File: config.mk
export PLATFORM = sky130hd
export DESIGN_NAME = robot_supervisory_mode_fsm
export DESIGN_NICKNAME = d
export VERILOG_FILES = /design/src/rsm_pkg.sv /design/src/rsm_cfg.sv /design/src/rsm_in_stage.sv /design/src/rsm_core.sv /design/src/robot_supervisory_mode_fsm.sv
export SDC_FILE = /design/constraint.sdc
export NUM_CORES = 1
export LEC_CHECK = 0
export BUFFER_PORTS_ARGS = -buffer_cell sky130_fd_sc_hd__buf_2
export CORE_ASPECT_RATIO = 0.7
export CORE_MARGIN = 5
export CORE_UTILIZATION = 55
export DETAILED_ROUTE_END_ITERATION = 16
export PLACE_DENSITY = 0.73
export SLEW_MARGIN = 20
export SYNTH_ARGS = -nofsm -noshare
export SYNTH_HDL_FRONTEND = slang
export SYNTH_HIERARCHICAL = 1
export SYNTH_SLANG_ARGS = --single-unit
File: constraint.sdc
create_clock -name clk -period 9.2 [get_ports clk]
set_input_delay 0.46 -clock clk [delete_from_list [all_inputs] [get_ports clk]]
set_output_delay 0.46 -clock clk [all_outputs]
set_load 0.02 [all_outputs]
File: src/rsm_pkg.sv
// ----------------------------------------------------------------------------
// Supervisory mode controller package
// Shared types and constants: the tick word, the configuration register set,
// register indexes, register reset values, event codes and ramp codes.
// ----------------------------------------------------------------------------
package rsm_pkg;

  // One update tick as it travels from the input register to the core.
  typedef struct packed {
    logic [31:0] now_ms;
    logic [2:0]  event_code;
    logic [3:0]  cmd_direction;
    logic [7:0]  cmd_speed;
    logic        recovery_is_emergency;
  } item_t;

  // Configuration register set.
  typedef struct packed {
    logic [15:0] recovery_entry_window_ms;
    logic [19:0] recovery_duration_ms;
    logic [19:0] estop_hold_ms;
    logic [19:0] home_return_ms;
    logic [19:0] error_hold_ms;
    logic [3:0]  stop_direction_code;
  } cfg_t;

  // Configuration port geometry.
  localparam int CFG_IDX_W  = 3;
  localparam int CFG_DATA_W = 20;

  // Register indexes.
  localparam logic [CFG_IDX_W-1:0] REG_ENTRY_WINDOW = 3'd0;
  localparam logic [CFG_IDX_W-1:0] REG_REC_DURATION = 3'd1;
  localparam logic [CFG_IDX_W-1:0] REG_ESTOP_HOLD   = 3'd2;
  localparam logic [CFG_IDX_W-1:0] REG_HOME_RETURN  = 3'd3;
  localparam logic [CFG_IDX_W-1:0] REG_ERROR_HOLD   = 3'd4;
  localparam logic [CFG_IDX_W-1:0] REG_STOP_DIR     = 3'd5;

  // Register reset values.
  localparam logic [15:0] RST_ENTRY_WINDOW = 16'd100;
  localparam logic [19:0] RST_REC_DURATION = 20'd3000;
  localparam logic [19:0] RST_ESTOP_HOLD   = 20'd5000;
  localparam logic [19:0] RST_HOME_RETURN  = 20'd10000;
  localparam logic [19:0] RST_ERROR_HOLD   = 20'd3000;
  localparam logic [3:0]  RST_STOP_DIR     = 4'd0;

  // Event codes of a tick word; the spare code matches no event.
  localparam logic [2:0] EV_NONE       = 3'd0;
  localparam logic [2:0] EV_COMMAND    = 3'd1;
  localparam logic [2:0] EV_BUTTON     = 3'd2;
  localparam logic [2:0] EV_SMOKE      = 3'd3;
  localparam logic [2:0] EV_TIME_LIMIT = 3'd4;
  localparam logic [2:0] EV_STUCK      = 3'd5;
  localparam logic [2:0] EV_POWER_FAIL = 3'd6;
  localparam logic [2:0] EV_SPARE      = 3'd7;

  // Soft stop ramp codes.
  localparam logic [1:0] RAMP_NONE = 2'd0;
  localparam logic [1:0] RAMP_500  = 2'd1;
  localparam logic [1:0] RAMP_1000 = 2'd2;

endpackage

File: src/rsm_cfg.sv
// ----------------------------------------------------------------------------
// Supervisory mode controller configuration registers
// Holds the timing limits and the stop direction code; a write is always
// taken in the cycle it is offered.
// ----------------------------------------------------------------------------
module rsm_cfg (
  input  logic                          clk,
  input  logic                          rst_n,
  input  logic                          cfg_valid,
  output logic                          cfg_ready,
  input  logic [rsm_pkg::CFG_IDX_W-1:0] cfg_index,
  input  logic [rsm_pkg::CFG_DATA_W-1:0] cfg_wdata,
  output rsm_pkg::cfg_t                 cfg
);

  rsm_pkg::cfg_t cfg_r;

  // The register file never needs to hold off a write.
  assign cfg_ready = 1'b1;
  assign cfg       = cfg_r;

  // Register writes; unknown indexes are dropped and data is cut to width.
  always_ff @(posedge clk) begin
    if (!rst_n) begin
      cfg_r.recovery_entry_window_ms <= rsm_pkg::RST_ENTRY_WINDOW;
      cfg_r.recovery_duration_ms     <= rsm_pkg::RST_REC_DURATION;
      cfg_r.estop_hold_ms            <= rsm_pkg::RST_ESTOP_HOLD;
      cfg_r.home_return_ms           <= rsm_pkg::RST_HOME_RETURN;
      cfg_r.error_hold_ms            <= rsm_pkg::RST_ERROR_HOLD;
      cfg_r.stop_direction_code      <= rsm_pkg::RST_STOP_DIR;
    end else if (cfg_valid) begin
      case (cfg_index)
        rsm_pkg::REG_ENTRY_WINDOW: cfg_r.recovery_entry_window_ms <= cfg_wdata[15:0];
        rsm_pkg::REG_REC_DURATION: cfg_r.recovery_duration_ms     <= cfg_wdata;
        rsm_pkg::REG_ESTOP_HOLD:   cfg_r.estop_hold_ms            <= cfg_wdata;
        rsm_pkg::REG_HOME_RETURN:  cfg_r.home_return_ms           <= cfg_wdata;
        rsm_pkg::REG_ERROR_HOLD:   cfg_r.error_hold_ms            <= cfg_wdata;
        rsm_pkg::REG_STOP_DIR:     cfg_r.stop_direction_code      <= cfg_wdata[3:0];
        default: ;
      endcase
    end
  end

endmodule

File: src/rsm_in_stage.sv
// ----------------------------------------------------------------------------
// Supervisory mode controller input register
// Captures one tick word and holds it until the core takes it.
// ----------------------------------------------------------------------------
module rsm_in_stage (
  input  logic           clk,
  input  logic           rst_n,
  input  logic           in_valid,
  output logic           in_stall,
  input  rsm_pkg::item_t in_item,
  input  logic           take,
  output logic           item_valid,
  output rsm_pkg::item_t item
);

  logic           valid_r;
  logic           valid_nxt;
  rsm_pkg::item_t item_r;
  logic           accept;

  // The register is free when empty or when its word leaves this cycle.
  assign in_stall   = valid_r && !take;
  assign accept     = in_valid && !in_stall;
  assign valid_nxt  = accept || (valid_r && !take);
  assign item_valid = valid_r;
  assign item       = item_r;

  // Valid flag.
  always_ff @(posedge clk) begin
    if (!rst_n) begin
      valid_r <= 1'b0;
    end else begin
      valid_r <= valid_nxt;
    end
  end

  // Word register.
  always_ff @(posedge clk) begin
    if (accept) begin
      item_r <= in_item;
    end
  end

endmodule

File: src/rsm_core.sv
// ----------------------------------------------------------------------------
// Supervisory mode controller core
// Mode state machine: runs the handler of the current mode on one tick word,
// updates the mode and its flags, and registers the motor commands.
// ----------------------------------------------------------------------------
module rsm_core (
  input  logic           clk,
  input  logic           rst_n,
  input  rsm_pkg::cfg_t  cfg,
  input  logic           item_valid,
  input  rsm_pkg::item_t item,
  output logic           take,
  output logic           out_valid,
  input  logic           out_stall,
  output logic [2:0]     out_mode,
  output logic           out_drive_valid,
  output logic [3:0]     out_drive_direction,
  output logic [7:0]     out_drive_speed,
  output logic [1:0]     out_soft_stop_ramp,
  output logic           out_hard_stop,
  output logic           out_start_recovery,
  output logic           out_motors_allowed,
  output logic           out_estop_flag
);

  typedef enum logic [2:0] {
    M_INIT     = 3'd0,
    M_IDLE     = 3'd1,
    M_MANUAL   = 3'd2,
    M_AUTO     = 3'd3,
    M_RECOVERY = 3'd4,
    M_ESTOP    = 3'd5,
    M_HOME     = 3'd6,
    M_ERROR    = 3'd7
  } mode_t;

  // Mode state.
  mode_t       mode_r, mode_nxt;
  logic [31:0] entry_r, entry_nxt;
  logic        enable_r, enable_nxt;
  logic        estop_r, estop_nxt;
  logic        latched_r, latched_nxt;
  logic [31:0] rec_start_r, rec_start_nxt;
  logic        rec_emerg_r, rec_emerg_nxt;

  // Result register.
  logic        out_valid_r;
  logic        drive_r, drive_nxt;
  logic [3:0]  dir_r, dir_nxt;
  logic [7:0]  speed_r, speed_nxt;
  logic [1:0]  ramp_r, ramp_nxt;
  logic        hard_r, hard_nxt;
  logic        start_rec_r, start_rec_nxt;

  // Per-tick working signals.
  logic [31:0] in_mode;
  logic [31:0] rec_elapsed;
  logic        go;
  mode_t       target;
  logic        latch;
  logic        is_stop_dir;

  // A word moves on when the result register is empty or being emptied.
  assign take = item_valid && (!out_valid_r || !out_stall);

  assign in_mode     = item.now_ms - entry_r;
  assign rec_elapsed = item.now_ms - rec_start_r;
  assign is_stop_dir = (item.cmd_direction == cfg.stop_direction_code);
  assign latch       = (in_mode < {16'd0, cfg.recovery_entry_window_ms}) && !latched_r;

  // Mode handlers followed by the common exit and entry actions.
  always_comb begin
    mode_nxt      = mode_r;
    entry_nxt     = entry_r;
    enable_nxt    = enable_r;
    estop_nxt     = estop_r;
    latched_nxt   = latched_r;
    rec_start_nxt = rec_start_r;
    rec_emerg_nxt = rec_emerg_r;
    drive_nxt     = 1'b0;
    ramp_nxt      = rsm_pkg::RAMP_NONE;
    hard_nxt      = 1'b0;
    start_rec_nxt = 1'b0;
    go            = 1'b0;
    target        = mode_r;

    case (mode_r)
      M_INIT: begin
        go     = 1'b1;
        target = M_IDLE;
      end
      M_IDLE: begin
        if (item.event_code == rsm_pkg::EV_COMMAND && !is_stop_dir) begin
          go     = 1'b1;
          target = M_MANUAL;
        end else if (item.event_code == rsm_pkg::EV_BUTTON ||
                     item.event_code == rsm_pkg::EV_SMOKE) begin
          go     = 1'b1;
          target = M_ESTOP;
        end else if (item.event_code == rsm_pkg::EV_TIME_LIMIT) begin
          go     = 1'b1;
          target = M_HOME;
        end
      end
      M_MANUAL, M_AUTO: begin
        drive_nxt = enable_r && !estop_r;
        if (item.event_code == rsm_pkg::EV_STUCK) begin
          go     = 1'b1;
          target = M_RECOVERY;
        end else if (item.event_code == rsm_pkg::EV_BUTTON ||
                     item.event_code == rsm_pkg::EV_SMOKE ||
                     item.event_code == rsm_pkg::EV_POWER_FAIL) begin
          go     = 1'b1;
          target = M_ESTOP;
        end else if (item.event_code == rsm_pkg::EV_COMMAND && is_stop_dir) begin
          go     = 1'b1;
          target = M_IDLE;
        end else if (item.event_code == rsm_pkg::EV_TIME_LIMIT) begin
          go     = 1'b1;
          target = M_HOME;
        end
      end
      M_RECOVERY: begin
        if (latch) begin
          rec_emerg_nxt = item.recovery_is_emergency;
          start_rec_nxt = 1'b1;
          rec_start_nxt = item.now_ms;
          latched_nxt   = 1'b1;
        end
        // A button press wins over completion, even on a tick that would complete
        // the stay, and ends in emergency stop.
        if (item.event_code == rsm_pkg::EV_BUTTON) begin
          latched_nxt = 1'b0;
          go          = 1'b1;
          target      = M_ESTOP;
        end else if (!latch && rec_elapsed > {12'd0, cfg.recovery_duration_ms}) begin
          latched_nxt = 1'b0;
          go          = 1'b1;
          target      = rec_emerg_r ? M_ESTOP : M_IDLE;
        end
      end
      M_ESTOP: begin
        hard_nxt   = 1'b1;
        estop_nxt  = 1'b1;
        enable_nxt = 1'b0;
        if (in_mode > {12'd0, cfg.estop_hold_ms}) begin
          estop_nxt = 1'b0;
          go        = 1'b1;
          target    = M_IDLE;
        end
      end
      M_HOME: begin
        ramp_nxt = rsm_pkg::RAMP_1000;
        if (in_mode > {12'd0, cfg.home_return_ms}) begin
          go     = 1'b1;
          target = M_IDLE;
        end
      end
      default: begin
        // Error mode.
        hard_nxt   = 1'b1;
        enable_nxt = 1'b0;
        if (in_mode > {12'd0, cfg.error_hold_ms} &&
            item.event_code == rsm_pkg::EV_COMMAND) begin
          go     = 1'b1;
          target = M_IDLE;
        end
      end
    endcase

    // Leaving a driving mode ramps down; entering a mode sets the motor flags.
    if (go && target != mode_r) begin
      if (mode_r == M_MANUAL || mode_r == M_AUTO) begin
        ramp_nxt = rsm_pkg::RAMP_500;
      end
      mode_nxt  = target;
      entry_nxt = item.now_ms;
      if (target == M_IDLE || target == M_MANUAL) begin
        enable_nxt = 1'b1;
      end else if (target == M_ESTOP) begin
        hard_nxt   = 1'b1;
        enable_nxt = 1'b0;
      end
    end

    dir_nxt   = drive_nxt ? item.cmd_direction : 4'd0;
    speed_nxt = drive_nxt ? item.cmd_speed : 8'd0;
  end

  // Mode state and result valid.
  always_ff @(posedge clk) begin
    if (!rst_n) begin
      mode_r      <= M_INIT;
      entry_r     <= 32'd0;
      enable_r    <= 1'b0;
      estop_r     <= 1'b0;
      latched_r   <= 1'b0;
      rec_start_r <= 32'd0;
      rec_emerg_r <= 1'b0;
      out_valid_r <= 1'b0;
    end else begin
      out_valid_r <= take || (out_valid_r && out_stall);
      if (take) begin
        mode_r      <= mode_nxt;
        entry_r     <= entry_nxt;
        enable_r    <= enable_nxt;
        estop_r     <= estop_nxt;
        latched_r   <= latched_nxt;
        rec_start_r <= rec_start_nxt;
        rec_emerg_r <= rec_emerg_nxt;
      end
    end
  end

  // Per-tick motor commands.
  always_ff @(posedge clk) begin
    if (take) begin
      drive_r     <= drive_nxt;
      dir_r       <= dir_nxt;
      speed_r     <= speed_nxt;
      ramp_r      <= ramp_nxt;
      hard_r      <= hard_nxt;
      start_rec_r <= start_rec_nxt;
    end
  end

  // The flags after the tick are the state itself.
  assign out_valid           = out_valid_r;
  assign out_mode            = mode_r;
  assign out_drive_valid     = drive_r;
  assign out_drive_direction = dir_r;
  assign out_drive_speed     = speed_r;
  assign out_soft_stop_ramp  = ramp_r;
  assign out_hard_stop       = hard_r;
  assign out_start_recovery  = start_rec_r;
  assign out_motors_allowed  = enable_r;
  assign out_estop_flag      = estop_r;

  // Emergency stop mode never leaves the motors enabled.
  a_estop_disables: assert property (@(posedge clk) disable iff (!rst_n)
    (out_valid_r && mode_r == M_ESTOP) |-> !enable_r)
    else $error("motors enabled in emergency stop");

  // The e-stop flag is only ever set while in emergency stop mode.
  a_estop_flag_mode: assert property (@(posedge clk) disable iff (!rst_n)
    estop_r |-> (mode_r == M_ESTOP))
    else $error("estop flag outside emergency stop mode");

  // A recovery latch leaves the block in recovery or, on a button, in e-stop.
  a_latch_mode: assert property (@(posedge clk) disable iff (!rst_n)
    (out_valid_r && start_rec_r) |-> (mode_r == M_RECOVERY || mode_r == M_ESTOP))
    else $error("recovery started outside recovery");

  // Every taken word produces a result in the next cycle.
  a_take_result: assert property (@(posedge clk) disable iff (!rst_n)
    take |=> out_valid_r)
    else $error("taken word produced no result");

endmodule

File: src/robot_supervisory_mode_fsm.sv
// ----------------------------------------------------------------------------
// Robot supervisory mode controller
// Path: a word accepted into the input register moves on to the result
// register when the core takes it. Throughput: one tick word per cycle
// while out_stall is low; the mode register update is the loop.
// Reset: rst_n low clears the mode to init, the mode flags and stamps to zero,
// and loads the configuration registers with their default limits.
// ----------------------------------------------------------------------------
module robot_supervisory_mode_fsm (
  input  logic                           clk,
  input  logic                           rst_n,
  // Tick channel
  input  logic                           in_valid,
  output logic                           in_stall,
  input  logic [31:0]                    in_now_ms,
  input  logic [2:0]                     in_event_code,
  input  logic [3:0]                     in_cmd_direction,
  input  logic [7:0]                     in_cmd_speed,
  input  logic                           in_recovery_is_emergency,
  // Result channel
  output logic                           out_valid,
  input  logic                           out_stall,
  output logic [2:0]                     out_mode,
  output logic                           out_drive_valid,
  output logic [3:0]                     out_drive_direction,
  output logic [7:0]                     out_drive_speed,
  output logic [1:0]                     out_soft_stop_ramp,
  output logic                           out_hard_stop,
  output logic                           out_start_recovery,
  output logic                           out_motors_allowed,
  output logic                           out_estop_flag,
  // Configuration write channel
  input  logic                           cfg_valid,
  output logic                           cfg_ready,
  input  logic [rsm_pkg::CFG_IDX_W-1:0]  cfg_index,
  input  logic [rsm_pkg::CFG_DATA_W-1:0] cfg_wdata
);

  rsm_pkg::item_t in_item;
  rsm_pkg::item_t item;
  rsm_pkg::cfg_t  cfg;
  logic           item_valid;
  logic           take;

  // Bundle the tick word.
  assign in_item.now_ms                = in_now_ms;
  assign in_item.event_code            = in_event_code;
  assign in_item.cmd_direction         = in_cmd_direction;
  assign in_item.cmd_speed             = in_cmd_speed;
  assign in_item.recovery_is_emergency = in_recovery_is_emergency;

  rsm_cfg u_cfg (
    .clk       (clk),
    .rst_n     (rst_n),
    .cfg_valid (cfg_valid),
    .cfg_ready (cfg_ready),
    .cfg_index (cfg_index),
    .cfg_wdata (cfg_wdata),
    .cfg       (cfg)
  );

  rsm_in_stage u_in_stage (
    .clk        (clk),
    .rst_n      (rst_n),
    .in_valid   (in_valid),
    .in_stall   (in_stall),
    .in_item    (in_item),
    .take       (take),
    .item_valid (item_valid),
    .item       (item)
  );

  rsm_core u_core (
    .clk                 (clk),
    .rst_n               (rst_n),
    .cfg                 (cfg),
    .item_valid          (item_valid),
    .item                (item),
    .take                (take),
    .out_valid           (out_valid),
    .out_stall           (out_stall),
    .out_mode            (out_mode),
    .out_drive_valid     (out_drive_valid),
    .out_drive_direction (out_drive_direction),
    .out_drive_speed     (out_drive_speed),
    .out_soft_stop_ramp  (out_soft_stop_ramp),
    .out_hard_stop       (out_hard_stop),
    .out_start_recovery  (out_start_recovery),
    .out_motors_allowed  (out_motors_allowed),
    .out_estop_flag      (out_estop_flag)
  );

endmodule

==> impl_results.html, run 1 <==
<table>
<tr><th>Metric</th><th>Value</th></tr>
<tr><th colspan="2">Outcome</th></tr>
<tr><td>Run status</td><td>completed</td></tr>
<tr><th colspan="2">Route</th></tr>
<tr><td>Starting DRT DRC Count</td><td>1,191</td></tr>
<tr><td>Wire per inst</td><td>18.4 µm</td></tr>
<tr><td>Final antenna-violating net count</td><td>0</td></tr>
<tr><td>Number of remaining DRC errors</td><td>0</td></tr>
<tr><td>Via count</td><td>13,200</td></tr>
<tr><td>Pre-antenna DRT Iters</td><td>7</td></tr>
<tr><td>Total Wirelength</td><td>41.6 mm</td></tr>
<tr><td>Detail-routed via count per cell</td><td>5.83</td></tr>
<tr><th colspan="2">Finish</th></tr>
<tr><td>Area added between synthesis and finish</td><td>9.51%</td></tr>
<tr><td>End-of-flow core utilization</td><td>0.615</td></tr>
<tr><td>Final design instance area without fill</td><td>17,200 µm²</td></tr>
<tr><td>Post-Layout Cell Count</td><td>2,257</td></tr>
<tr><td>Count of antenna diodes in the layout</td><td>0</td></tr>
<tr><td>Number of nets in the layout</td><td>2,103</td></tr>
<tr><td>Ratio of cells with drive above 1 in the final layout</td><td>0.0938</td></tr>
<tr><th colspan="2">Clocking</th></tr>
<tr><td>Count of instances resized after the clock tree is built</td><td>0</td></tr>
<tr><td>Clock-pin transition on the worst setup and hold timing paths</td><td>0.06 ns</td></tr>
<tr><td>Worst-Skew Late Latency</td><td>0.54 ns</td></tr>
<tr><td>CTS Buf Count</td><td>25</td></tr>
<tr><td>CTS Sinks</td><td>238</td></tr>
<tr><td>Clock root buffer</td><td>clkbuf_16</td></tr>
<tr><td>Clock Tree Buf Depth</td><td>3</td></tr>
<tr><td>Total setup buffers inserted after CTS</td><td>0</td></tr>
<tr><td>CTS tree</td><td>built</td></tr>
<tr><td>Number of H-tree branching levels</td><td>1</td></tr>
<tr><td>Hold-fix buffers, CTS</td><td>0</td></tr>
<tr><th colspan="2">Place</th></tr>
<tr><td>Total placed cells including tap cells</td><td>2,211</td></tr>
<tr><td>Routability congestion estimate</td><td>0.938</td></tr>
<tr><td>IO buf count</td><td>99</td></tr>
<tr><td>Placed inst area</td><td>16,400 µm²</td></tr>
<tr><td>HPWL after DPL</td><td>32.1 mm</td></tr>
<tr><th colspan="2">Run</th></tr>
<tr><td>Max-cap viol count</td><td>0</td></tr>
<tr><th colspan="2">Synth</th></tr>
<tr><td>Share of synthesized flip-flops with an asynchronous set or reset</td><td>0</td></tr>
<tr><td>Mapped Area</td><td>15,700 µm²</td></tr>
<tr><td>Synthesized area per cell</td><td>8.67 µm²</td></tr>
<tr><td>Sequential area share after synthesis</td><td>0.344</td></tr>
<tr><td>Syn_nets</td><td>2,050</td></tr>
<tr><td>Dominant synthesized flop cell</td><td>dfxtp_1</td></tr>
<tr><td>Number of enable-type register cells in the synthesized netlist</td><td>65</td></tr>
<tr><td>Number of unique standard cell types used by synthesis</td><td>92</td></tr>
<tr><td>Synth Instances</td><td>1,815</td></tr>
<tr><td>Count of warnings emitted by yosys</td><td>6</td></tr>
<tr><td>Post-synthesis register bit count</td><td>238</td></tr>
<tr><th colspan="2">Die</th></tr>
<tr><td>IO Pins</td><td>101</td></tr>
<tr><td>Starting density of the core</td><td>0.562</td></tr>
<tr><td>Height of the die</td><td>152 µm</td></tr>
<tr><td>Area of the die</td><td>32,200 µm²</td></tr>
<tr><td>CORE AREA</td><td>28,000 µm²</td></tr>
<tr><td>Width of the chip</td><td>212 µm</td></tr>
<tr><td>Placement row count</td><td>51</td></tr>
<tr><th colspan="2">Critical path</th></tr>
<tr><td>Data required, critical path</td><td>9.58 ns</td></tr>
<tr><td>Number of cells traversed by the worst register-to-register path</td><td>20</td></tr>
<tr><td>Arrival time of data at the critical path endpoint</td><td>6.43 ns</td></tr>
<tr><td>Critical Setup Path Class</td><td>reg2reg</td></tr>
<tr><td>Type of element capturing the critical path</td><td>register</td></tr>
<tr><td>Crit-path max FO</td><td>67</td></tr>
<tr><td>Endpoint of the worst-slack reg-to-reg timing path</td><td>u_core/entry_r[3]$_SDFFE_PN0P_</td></tr>
<tr><td>R2r startpoint</td><td>u_in_stage/item[16]$_DFFE_PP_</td></tr>
<tr><td>Critical path startpoint category</td><td>register</td></tr>
<tr><td>Reg2reg setup slack</td><td>3.15 ns</td></tr>
<tr><th colspan="2">Timing</th></tr>
<tr><td>Final period util</td><td>0.658</td></tr>
<tr><td>Setup skew after layout</td><td>0.0153 ns</td></tr>
<tr><td>Least-Margin Pin Slew</td><td>1.05 ns</td></tr>
<tr><td>Final critical-path required period</td><td>6.05 ns</td></tr>
<tr><td>Final count of pins violating max slew</td><td>0</td></tr>
<tr><td>Slew margin rel.</td><td>0.295</td></tr>
<tr><td>Setup repair after global routing missed its margin</td><td>no</td></tr>
<tr><td>F_max</td><td>165 MHz</td></tr>
<tr><td>Hold violation count in the final report</td><td>0</td></tr>
<tr><td>Number of endpoints failing setup at the final stage</td><td>0</td></tr>
<tr><td>Sum of negative setup slack</td><td>0 ns</td></tr>
<tr><td>Hold WS</td><td>0.0986 ns</td></tr>
<tr><th colspan="2">GRT</th></tr>
<tr><td>Number of global-route vias before repair</td><td>12,300</td></tr>
<tr><td>Pin count of the biggest net entering global routing</td><td>108</td></tr>
<tr><td>First-pass GRT wire length</td><td>65.6 mm</td></tr>
<tr><td>GRT Total Usage</td><td>0.255</td></tr>
<tr><td>Initial antenna violation count</td><td>0</td></tr>
<tr><td>Total congestion overflow</td><td>0</td></tr>
<tr><th colspan="2">Power and ir drop</th></tr>
<tr><td>Leakage power figure</td><td>7.38 nW</td></tr>
<tr><td>Worst ir drop on vdd</td><td>0.146 mV</td></tr>
<tr><td>Pwr Density</td><td>172 nW/µm²</td></tr>
<tr><th colspan="2">Hold path</th></tr>
<tr><td>Min-Delay Endpoint</td><td>u_in_stage/item[31]$_DFFE_PP_</td></tr>
<tr><td>Worst Hold Class</td><td>in2reg</td></tr>
<tr><td>Hold Crit Start</td><td>in_now_ms[15]</td></tr>
<tr><td>Number of cells traversed by the worst hold path</td><td>1</td></tr>
</table>
-- registers in the layout, summed over array words and instances, names as in the netlist, 2 cells and up --
name / cells
u_core/out_drive_direction: 4
u_core/entry_r: 32
u_in_stage/item: 48
u_core/out_drive_speed: 8
u_core/out_mode: 3
u_cfg/cfg: 100
u_core/rec_start_r: 32
u_core/out_soft_stop_ramp: 2
-- layout by cell type, fill, tap and decap left out, types with 12 or more instances in the layout --
master,count
ha_1,157
xor2_1,23
mux2i_1,137
xnor2_1,22
a31oi_1,12
o211ai_1,17
clkbuf_16,25
edfxtp_1,65
dfxtp_1,173
buf_2,98
a21oi_1,116
nand3_1,51
nand2_1,225
o21a_1,21
o21ai_0,94
inv_1,170
nor2_1,77
nor2b_1,84
a21o_1,30
nor3_1,27
nand4_1,35
a211oi_1,15
and2_1,15
-- how the worst max path moves through the flow --
stage,startpoint,end,slack (ns)
4_1_cts,u_in_stage/item[22]$_DFFE_PP_,u_core/entry_r[3]$_SDFFE_PN0P_,3.21
3_3_place_gp,u_in_stage/item[22]$_DFFE_PP_,u_core/out_mode[0]$_SDFFE_PN0P_,3.27
6_report,u_in_stage/item[16]$_DFFE_PP_,u_core/entry_r[3]$_SDFFE_PN0P_,3.15
2_1_floorplan,u_in_stage/item[22]$_DFFE_PP_,u_core/out_hard_stop$_DFFE_PP_,4.45
5_1_grt,u_in_stage/item[22]$_DFFE_PP_,u_core/entry_r[23]$_SDFFE_PN0P_,2.75
3_5_place_dp,u_in_stage/item[22]$_DFFE_PP_,u_core/entry_r[3]$_SDFFE_PN0P_,3.24
-- metrics by stage --
stage | power [W] | setup slack (ns)
floorplan | 0.00173 | 4.45
CTS | 0.00297 | 3.21
finish | 0.00296 | 3.15
global placement | 0.00193 | 3.27
detailed placement | 0.00194 | 3.24
global route | 0.00313 | 2.75
-- report_power, final --
group / leakage (nW) / total, W / switching (W) / internal, W
clock: 0.387 / 0.00102 / 0.000427 / 0.000594
combinational: 4.96 / 0.000787 / 0.000491 / 0.000296
sequential: 2.03 / 0.00116 / 0.0000362 / 0.00112
total: 7.38 / 0.00296 / 0.000954 / 0.00201
-- final cells by class --
cell class | instances | area (µm²)
repair buffers | 109 | 589
inverters | 170 | 638
fillers | 2417 | 10800
flip-flops and latches | 238 | 5420
clock inverters | 13 | 153
well taps | 371 | 464
clock buffers | 32 | 662
multi-input cells | 1324 | 9310
-- routing by layer --
layer | part of all wire | GRT usage | wire length (µm)
met1 | 0.49 | 0.402 | 20600
met5 | 0 | 0 | 0
met4 | 0.020 | 0.0566 | 847
met2 | 0.40 | 0.361 | 16500
met3 | 0.089 | 0.0422 | 3690
-- critical path, cell delays in order, from the launching register on --
cell and delay [ns]:
edfxtp_1 0.39, inv_1 0.13, ha_1 0.17, inv_1 0.05
fa_1 0.41, a21o_1 0.23, a221oi_2 0.48, a211oi_1 0.25
nor2_1 0.21, o21ai_0 0.14, xor2_1 0.62, ha_1 0.39
a21oi_1 0.14, o21ai_0 0.10, nor3_1 0.25, o211ai_1 0.15
nor4_1 0.51, nand4_1 0.26, a31oi_4 0.24, buf_4 0.51
o21ai_0 0.20
-- logic make-up (layout without fill, tap and decap cells) --
| logic type | count (synthesis) | after routing | share of synthesized area |
|---|---|---|---|
| buf+inv | 253 | 324 | 0.0655 |
| simple gates | 590 | 590 | 0.189 |
| mux | 137 | 137 | 0.0871 |
| fa+ha+maj | 159 | 159 | 0.127 |
| compound gates | 392 | 392 | 0.161 |
| other cells | 1 | 1 | 0.000238 |
| flops | 238 | 238 | 0.344 |
| xor+xnor | 45 | 45 | 0.0250 |
-- cells in the mapped netlist, drive strengths merged, types with 7 or more instances --
| master | instances | area [µm²] |
|---|---|---|
| or3 | 10 | 62.6 |
| a31oi | 14 | 109 |
| o21ai | 105 | 537 |
| nand2 | 226 | 851 |
| xnor2 | 22 | 193 |
| nor2 | 77 | 289 |
| nor3b | 7 | 52.6 |
| dfxtp | 173 | 3460 |
| mux2i | 137 | 1370 |
| nor4 | 7 | 58.8 |
| o21a | 21 | 158 |
| a21oi | 118 | 598 |
| o211ai | 17 | 128 |
| a21o | 30 | 225 |
| xor2 | 23 | 201 |
| a211oi | 15 | 113 |
| nor3 | 29 | 155 |
| nand4 | 36 | 231 |
| buf | 26 | 175 |
| edfxtp | 65 | 1950 |
| ha | 157 | 1960 |
| clkbuf | 57 | 218 |
| nor2b | 86 | 546 |
| and3 | 7 | 43.8 |
| inv | 170 | 638 |
| nand3 | 52 | 265 |
| and2 | 16 | 100 |
| nand2b | 10 | 62.6 |
No activity file was read; power rests on OpenSTA's default activity.
==> inputs of run 2 (changes only) <==
==> constraint.sdc (replaced) <==
create_clock -name clk -period 6.04 [get_ports clk]
set_input_delay 0.302 -clock clk [delete_from_list [all_inputs] [get_ports clk]]
set_output_delay 0.302 -clock clk [all_outputs]
set_load 0.02 [all_outputs]
==> run 2 against run 1 <==
Against the previous run:
- design area grew 4.0%
- clock skew grew 0.0018 ns
- worst setup slack got worse by 2.7 ns
- fmax increased by 8.4%
- sequential cell count did not move
- final cell count rose by 2.5%
- combinational power up 58%
- register-to-register slack got worse by 2.7 ns
- critical path type unchanged
- largest power group unchanged
==> impl_results.html, run 2 (same netlist as run 1, synthesis figures left out) <==
<table>
<tr><th>Metric</th><th>Value</th></tr>
<tr><th colspan="2">Place</th></tr>
<tr><td>Total placed cells including tap cells</td><td>2,216</td></tr>
<tr><td>HPWL after DPL</td><td>32.4 mm</td></tr>
<tr><td>IO buf count</td><td>99</td></tr>
<tr><td>Routability congestion estimate</td><td>0.955</td></tr>
<tr><th colspan="2">Hold path</th></tr>
<tr><td>Worst Hold Class</td><td>in2reg</td></tr>
<tr><th colspan="2">Timing</th></tr>
<tr><td>Setup repair after global routing missed its margin</td><td>no</td></tr>
<tr><td>Setup skew after layout</td><td>0.0171 ns</td></tr>
<tr><td>Sum of negative setup slack</td><td>0 ns</td></tr>
<tr><td>Hold violation count in the final report</td><td>0</td></tr>
<tr><td>Slew margin rel.</td><td>0.334</td></tr>
<tr><td>Final count of pins violating max slew</td><td>0</td></tr>
<tr><td>F_max</td><td>179 MHz</td></tr>
<tr><td>Final period util</td><td>0.924</td></tr>
<tr><td>Final critical-path required period</td><td>5.58 ns</td></tr>
<tr><td>Least-Margin Pin Slew</td><td>0.990 ns</td></tr>
<tr><td>Number of endpoints failing setup at the final stage</td><td>0</td></tr>
<tr><th colspan="2">Power and ir drop</th></tr>
<tr><td>Switching part of the total</td><td>0.314</td></tr>
<tr><td>Cell Int Power</td><td>0.00325 W</td></tr>
<tr><td>Net switching power of the design</td><td>0.00148 W</td></tr>
<tr><td>Fraction of power consumed by the clock network</td><td>0.364</td></tr>
<tr><td>Leakage power figure</td><td>7.69 nW</td></tr>
<tr><td>Pwr Density</td><td>264 nW/µm²</td></tr>
<tr><td>Worst ir drop on vdd</td><td>0.234 mV</td></tr>
<tr><td>Sequential fraction of design power</td><td>0.372</td></tr>
<tr><td>Comb pwr share</td><td>0.263</td></tr>
<tr><th colspan="2">Critical path</th></tr>
<tr><td>Critical Setup Path Class</td><td>reg2reg</td></tr>
<tr><td>Arrival time of data at the critical path endpoint</td><td>6.04 ns</td></tr>
<tr><td>Data required, critical path</td><td>6.50 ns</td></tr>
<tr><td>Critical path startpoint category</td><td>register</td></tr>
<tr><td>Type of element capturing the critical path</td><td>register</td></tr>
<tr><td>Crit-path max FO</td><td>67</td></tr>
<tr><th colspan="2">Clocking</th></tr>
<tr><td>Clock root buffer</td><td>clkbuf_16</td></tr>
<tr><td>Clock Tree Buf Depth</td><td>3</td></tr>
<tr><td>CTS tree</td><td>built</td></tr>
<tr><td>Worst-Skew Late Latency</td><td>0.55 ns</td></tr>
<tr><td>CTS Sinks</td><td>238</td></tr>
<tr><td>Clock-pin transition on the worst setup and hold timing paths</td><td>0.07 ns</td></tr>
<tr><td>Number of H-tree branching levels</td><td>1</td></tr>
<tr><td>CTS Buf Count</td><td>26</td></tr>
<tr><th colspan="2">Die</th></tr>
<tr><td>CORE AREA</td><td>28,000 µm²</td></tr>
<tr><td>Starting density of the core</td><td>0.562</td></tr>
<tr><td>Height of the die</td><td>152 µm</td></tr>
<tr><td>Width of the chip</td><td>212 µm</td></tr>
<tr><td>Placement row count</td><td>51</td></tr>
<tr><td>Area of the die</td><td>32,200 µm²</td></tr>
<tr><td>IO Pins</td><td>101</td></tr>
<tr><th colspan="2">Route</th></tr>
<tr><td>Wire per inst</td><td>18.8 µm</td></tr>
<tr><td>Detail-routed via count per cell</td><td>5.88</td></tr>
<tr><td>Starting DRT DRC Count</td><td>1,189</td></tr>
<tr><td>Number of remaining DRC errors</td><td>0</td></tr>
<tr><td>Final antenna-violating net count</td><td>0</td></tr>
<tr><td>Pre-antenna DRT Iters</td><td>5</td></tr>
<tr><td>Total Wirelength</td><td>43.4 mm</td></tr>
<tr><td>Via count</td><td>13,600</td></tr>
<tr><th colspan="2">GRT</th></tr>
<tr><td>Pin count of the biggest net entering global routing</td><td>126</td></tr>
<tr><td>GRT Total Usage</td><td>0.264</td></tr>
<tr><td>Number of global-route vias before repair</td><td>12,800</td></tr>
<tr><td>First-pass GRT wire length</td><td>68.2 mm</td></tr>
<tr><td>Initial antenna violation count</td><td>0</td></tr>
<tr><td>Total congestion overflow</td><td>0</td></tr>
<tr><th colspan="2">Finish</th></tr>
<tr><td>Area added between synthesis and finish</td><td>13.9%</td></tr>
<tr><td>Number of nets in the layout</td><td>2,158</td></tr>
<tr><td>Area occupied by multi-input gates</td><td>9340 µm²</td></tr>
<tr><td>Most common cell after layout, fill and taps aside</td><td>nand2_1</td></tr>
<tr><td>Count of antenna diodes in the layout</td><td>0</td></tr>
<tr><td>Ratio of cells with drive above 1 in the final layout</td><td>0.0973</td></tr>
<tr><td>Storage cell area</td><td>5420 µm²</td></tr>
<tr><td>Max reg flops</td><td>100</td></tr>
<tr><td>Most frequent cells in the layout</td><td>nand2_1 (225), dfxtp_1 (173), inv_1 (170)</td></tr>
<tr><td>Post-Layout Cell Count</td><td>2,314</td></tr>
<tr><td>Fill cells</td><td>2,376</td></tr>
<tr><th colspan="2">Outcome</th></tr>
<tr><td>Run status</td><td>completed</td></tr>
<tr><th colspan="2">Run</th></tr>
<tr><td>Max-cap viol count</td><td>0</td></tr>
</table>
## run 2: cell count changes in the layout (fill, tap and decap cells not counted), sizes merged
cell         previous run  this run
clkinv                  6         2
bufinv                  3         2
buf                   109       114
clkinvlp                4         1
clkbuf                 32        43
dlygate4sd3             0        49
## run 2: final cells by class
class / count / area share
Sequential cell: 238 / 0.302
Clock buffer: 43 / 0.0480
Tap cell: 371 / 0.0259
Inverter: 170 / 0.0356
Multi-Input combinational cell: 1324 / 0.521
Timing Repair Buffer: 163 / 0.0630
Clock inverter: 5 / 0.00454
## run 2: worst max-delay path: stages, from the launching register on
cell and delay [ns]:
edfxtp_1 0.45, ha_1 0.39, a21o_1 0.25, nand2b_1 0.16, o21ai_0 0.76, nand2_1 0.15
xor2_1 0.41, ha_1 0.34, a21oi_1 0.14, nor2b_1 0.05, o21ai_0 0.41, a311o_1 0.26
a22oi_1 0.12, a2111o_1 0.46, nor3_1 0.23, a311oi_2 0.11, a31oi_4 0.25, buf_12 0.27
nand3_1 0.12, o21ai_0 0.12
## run 2: repair_timing
action                                  CTS  global route
setup buffers                             0             1
hold buffers                             49             0
gates resized for setup                   0             4
endpoints found under the hold margin    49             0
endpoints found under the setup margin    0            36
## run 2: path summary, 6_finish.rpt
| path | from | end | slack [ns] | cells past startpoint |
|---|---|---|---|---|
| setup / recovery | u_in_stage/item[20]$_DFFE_PP_ | u_core/entry_r[21]$_SDFFE_PN0P_ | 0.46 | 19 |
| setup reg to reg | u_in_stage/item[20]$_DFFE_PP_ | u_core/entry_r[21]$_SDFFE_PN0P_ | 0.46 | 19 |
| hold / removal | cfg_wdata[8] | u_cfg/cfg[92]$_SDFFE_PN0P_ | 0.03 | 3 |
| hold reg to reg | u_cfg/cfg[49]$_SDFFE_PN0P_ | u_cfg/cfg[49]$_SDFFE_PN0P_ | 0.46 | 2 |
## run 2: per-layer routing
metal | GRT usage | vias up | part of all wire | wire, µm
li1 | - | 6615 | - | -
met1 | 0.399 | 6426 | 0.48 | 20800
met2 | 0.397 | 503 | 0.42 | 18000
met3 | 0.0463 | 63 | 0.087 | 3770
met4 | 0.0547 | 0 | 0.019 | 815
met5 | 0 | - | 0 | 0
## run 2: stage by stage
step | total power [W] | setup slack [ns] | hold WS (ns) | utilization | instance area (µm²)
CTS | 0.00473 | 0.260 | 0.000458 | 0.639 | 17900
global route | 0.00497 | 0.0661 | 0.00922 | 0.640 | 17900
floorplan | 0.00264 | 1.29 | 0.401 | - | 15700
global placement | 0.00294 | 0.422 | 0.443 | 0.588 | 16500
finish | 0.00473 | 0.458 | 0.0270 | 0.640 | 17900
detailed placement | 0.00297 | 0.313 | 0.449 | 0.588 | 16500
## run 2: power groups by stage
stage | Combinational [W] | Sequential [W] | Clock (W)
floorplan | 0.000853 | 0.00178 | 0
global placement | 0.00115 | 0.00179 | 0
detailed placement | 0.00118 | 0.00179 | 0
CTS | 0.00122 | 0.00176 | 0.00175
global route | 0.00137 | 0.00177 | 0.00182
finish | 0.00124 | 0.00176 | 0.00172
==> inputs of run 3 (changes only) <==
--- a/config.mk
+++ b/config.mk
@@ -7,7 +7,7 @@
 export LEC_CHECK = 0
 export BUFFER_PORTS_ARGS = -buffer_cell sky130_fd_sc_hd__buf_2
 export CORE_ASPECT_RATIO = 0.7
-export CORE_MARGIN = 5
+export CORE_MARGIN = 2
 export CORE_UTILIZATION = 55
 export DETAILED_ROUTE_END_ITERATION = 16
 export PLACE_DENSITY = 0.73
==> run 3 against run 2 <==
Against the previous run:
- core utilization down 0.45 points
- first-iteration DRC count up 2.2%
- design area down 0.93%
- total power down 4.1%
- worst hold slack better by 0.0017 ns
- sequential share of layout area up 0.28 points
- via count about the same
- critical endpoint is now u_core/out_hard_stop$_DFFE_PP_
- highest routed layer unchanged
==> impl_results.html, run 3 (same netlist as run 1, synthesis figures left out) <==
<table>
<tr><th>Metric</th><th>Value</th></tr>
<tr><th colspan="2">Clocking</th></tr>
<tr><td>CTS Buf Count</td><td>25</td></tr>
<tr><td>CTS tree</td><td>built</td></tr>
<tr><td>Number of H-tree branching levels</td><td>1</td></tr>
<tr><td>Clock-pin transition on the worst setup and hold timing paths</td><td>0.06 ns</td></tr>
<tr><td>Count of instances resized after the clock tree is built</td><td>0</td></tr>
<tr><td>Clock root buffer</td><td>clkbuf_16</td></tr>
<tr><td>Clock Tree Buf Depth</td><td>3</td></tr>
<tr><td>CTS Sinks</td><td>238</td></tr>
<tr><td>Worst-Skew Late Latency</td><td>0.54 ns</td></tr>
<tr><th colspan="2">Critical path</th></tr>
<tr><td>Crit-path max FO</td><td>4</td></tr>
<tr><td>Reg2reg setup slack</td><td>0.44 ns</td></tr>
<tr><td>Arrival time of data at the critical path endpoint</td><td>5.89 ns</td></tr>
<tr><td>Worst Setup SP</td><td>u_in_stage/item[20]$_DFFE_PP_</td></tr>
<tr><td>Critical Setup Path Class</td><td>reg2reg</td></tr>
<tr><td>Cell family with the largest share of critical-path delay</td><td>simple AND/OR/NAND/NOR gates</td></tr>
<tr><td>Buffers and inverters on the worst path</td><td>0</td></tr>
<tr><td>Slowest Stage Delay on Critical Path</td><td>0.54 ns</td></tr>
<tr><td>Type of element capturing the critical path</td><td>register</td></tr>
<tr><td>Endpoint of the worst-slack reg-to-reg timing path</td><td>u_core/out_hard_stop$_DFFE_PP_</td></tr>
<tr><td>Number of cells traversed by the worst register-to-register path</td><td>20</td></tr>
<tr><td>R2r startpoint</td><td>u_in_stage/item[20]$_DFFE_PP_</td></tr>
<tr><td>Critical path cell sequence</td><td>ha_1 &gt; a21oi_1 &gt; nand2_1 &gt; o21ai_1 &gt; nand2_1 &gt; a31oi_1 &gt; nor2_1 &gt; a31o_2 &gt; xor2_1 &gt; ha_1 &gt; nand4_1 &gt; nor4_1 &gt; mux2i_1 &gt; o31ai_1 &gt; o211ai_1 &gt; or4_1 &gt; or4_4 &gt; a21oi_1 &gt; a2bb2oi_1 &gt; o21ai_0</td></tr>
<tr><td>Data required, critical path</td><td>6.32 ns</td></tr>
<tr><td>Worst path slowest cell</td><td>nor4_1</td></tr>
<tr><td>Critical path startpoint category</td><td>register</td></tr>
<tr><th colspan="2">Timing</th></tr>
<tr><td>Final critical-path required period</td><td>5.60 ns</td></tr>
<tr><td>Number of endpoints failing setup at the final stage</td><td>0</td></tr>
<tr><td>Hold violation count in the final report</td><td>0</td></tr>
<tr><td>Sum of negative setup slack</td><td>0 ns</td></tr>
<tr><td>Final period util</td><td>0.928</td></tr>
<tr><td>Setup skew after layout</td><td>0.0139 ns</td></tr>
<tr><td>Final worst-path setup slack</td><td>0.435 ns</td></tr>
<tr><td>Slew margin rel.</td><td>0.363</td></tr>
<tr><td>Setup repair after global routing missed its margin</td><td>no</td></tr>
<tr><td>Least-Margin Pin Slew</td><td>0.946 ns</td></tr>
<tr><td>F_max</td><td>178 MHz</td></tr>
<tr><td>Final count of pins violating max slew</td><td>0</td></tr>
<tr><th colspan="2">GRT</th></tr>
<tr><td>Number of global-route vias before repair</td><td>12,800</td></tr>
<tr><td>Initial antenna violation count</td><td>0</td></tr>
<tr><td>GRT Total Usage</td><td>0.281</td></tr>
<tr><td>Pin count of the biggest net entering global routing</td><td>143</td></tr>
<tr><td>First-pass GRT wire length</td><td>67.4 mm</td></tr>
<tr><td>Total congestion overflow</td><td>0</td></tr>
<tr><th colspan="2">Die</th></tr>
<tr><td>Height of the die</td><td>146 µm</td></tr>
<tr><td>Placement row count</td><td>51</td></tr>
<tr><td>IO Pins</td><td>101</td></tr>
<tr><td>Width of the chip</td><td>206 µm</td></tr>
<tr><td>Area of the die</td><td>30,000 µm²</td></tr>
<tr><td>Starting density of the core</td><td>0.563</td></tr>
<tr><td>CORE AREA</td><td>27,900 µm²</td></tr>
<tr><th colspan="2">Hold path</th></tr>
<tr><td>Hold Crit Start</td><td>cfg_wdata[9]</td></tr>
<tr><td>Worst Hold Class</td><td>in2reg</td></tr>
<tr><td>Min-Delay Endpoint</td><td>u_cfg/cfg[93]$_SDFFE_PN0P_</td></tr>
<tr><td>Number of cells traversed by the worst hold path</td><td>3</td></tr>
<tr><th colspan="2">Finish</th></tr>
<tr><td>Max reg flops</td><td>100</td></tr>
<tr><td>Most common cell after layout, fill and taps aside</td><td>nand2_1</td></tr>
<tr><td>Post-Layout Cell Count</td><td>2,311</td></tr>
<tr><td>Number of nets in the layout</td><td>2,156</td></tr>
<tr><td>Most frequent cells in the layout</td><td>nand2_1 (225), dfxtp_1 (173), inv_1 (170)</td></tr>
<tr><td>Area added between synthesis and finish</td><td>12.8%</td></tr>
<tr><td>Ratio of cells with drive above 1 in the final layout</td><td>0.0933</td></tr>
<tr><th colspan="2">Route</th></tr>
<tr><td>Pre-antenna DRT Iters</td><td>5</td></tr>
<tr><td>Final antenna-violating net count</td><td>0</td></tr>
<tr><td>Wire per inst</td><td>18.3 µm</td></tr>
<tr><td>Starting DRT DRC Count</td><td>1,215</td></tr>
<tr><td>Via count</td><td>13,600</td></tr>
<tr><td>Total Wirelength</td><td>42.3 mm</td></tr>
<tr><td>Number of remaining DRC errors</td><td>0</td></tr>
<tr><td>Detail-routed via count per cell</td><td>5.89</td></tr>
<tr><th colspan="2">Power and ir drop</th></tr>
<tr><td>Final Total Pwr</td><td>0.00454 W</td></tr>
<tr><td>Worst ir drop on vdd</td><td>0.224 mV</td></tr>
<tr><td>Leakage power figure</td><td>7.62 nW</td></tr>
<tr><td>Pwr Density</td><td>256 nW/µm²</td></tr>
<tr><th colspan="2">Place</th></tr>
<tr><td>HPWL after DPL</td><td>31.6 mm</td></tr>
<tr><td>IO buf count</td><td>99</td></tr>
<tr><td>Routability congestion estimate</td><td>0.926</td></tr>
<tr><td>Total placed cells including tap cells</td><td>2,215</td></tr>
<tr><td>Pre-CTS setup slack</td><td>0.568 ns</td></tr>
<tr><th colspan="2">Outcome</th></tr>
<tr><td>Run status</td><td>completed</td></tr>
<tr><th colspan="2">Run</th></tr>
<tr><td>Max-cap viol count</td><td>0</td></tr>
</table>
run 3: final cells by class:
cell class / count / area, µm²
fillers: 2383 / 10200
multi-input cells: 1324 / 9310
flip-flops and latches: 238 / 5420
repair buffers: 162 / 1120
clock buffers: 37 / 732
inverters: 170 / 638
well taps: 371 / 464
clock inverters: 8 / 71.3
diodes: 1 / 2.50
run 3: how the worst max path moves through the flow:
stage | to | slack, ns | cells after the start
after global routing | u_core/entry_r[3]$_SDFFE_PN0P_ | 0.10 | 24
after global placement | u_core/out_mode[0]$_SDFFE_PN0P_ | 0.62 | 22
after CTS | u_core/out_mode[0]$_SDFFE_PN0P_ | 0.53 | 22
after floorplan | u_core/out_hard_stop$_DFFE_PP_ | 1.29 | 21
final | u_core/out_hard_stop$_DFFE_PP_ | 0.44 | 20
after detailed placement | u_core/out_mode[0]$_SDFFE_PN0P_ | 0.57 | 22
run 3: per-stage QoR:
step	cell area [µm²]	utilization	hold WS (ns)
floorplan	15700	-	0.401
global placement	16500	0.589	0.444
detailed placement	16500	0.589	0.448
CTS	17700	0.635	0.00474
global route	17800	0.635	0.0217
finish	17800	0.635	0.0287
run 3: routing by layer:
layer  track usage  wire length (µm)
met5             0                 0
met4        0.0568               918
met3        0.0488              3440
met2         0.413             17200
met1         0.429             20700
run 3: power by group:
group	total [W]	internal (W)	leakage (nW)	switching, W
logic	0.00125	0.000484	5.19	0.000762
clock network	0.00153	0.000883	0.401	0.000649
registers	0.00176	0.00171	2.03	0.0000553
total	0.00454	0.00307	7.62	0.00147
run 3: what timing repair did:
| action | 4_1_cts | 5_1_grt |
|---|---|---|
| hold buffers | 49 | 0 |
| endpoints found under the hold margin | 49 | 0 |
| buffers inserted | 0 | 1 |
| endpoints found under the setup margin | 0 | 4 |
run 3: worst reg2reg max path, delay by kind of cell, from the launching register on:
kind / cells / cell delay [ns]
DFF: 1 / 0.47
adders and majority gates: 2 / 0.72
and+or+nand+nor: 7 / 1.99
muxes: 1 / 0.13
AOI/OAI and AO/OA: 9 / 1.89
xor gates and xnor gates: 1 / 0.15
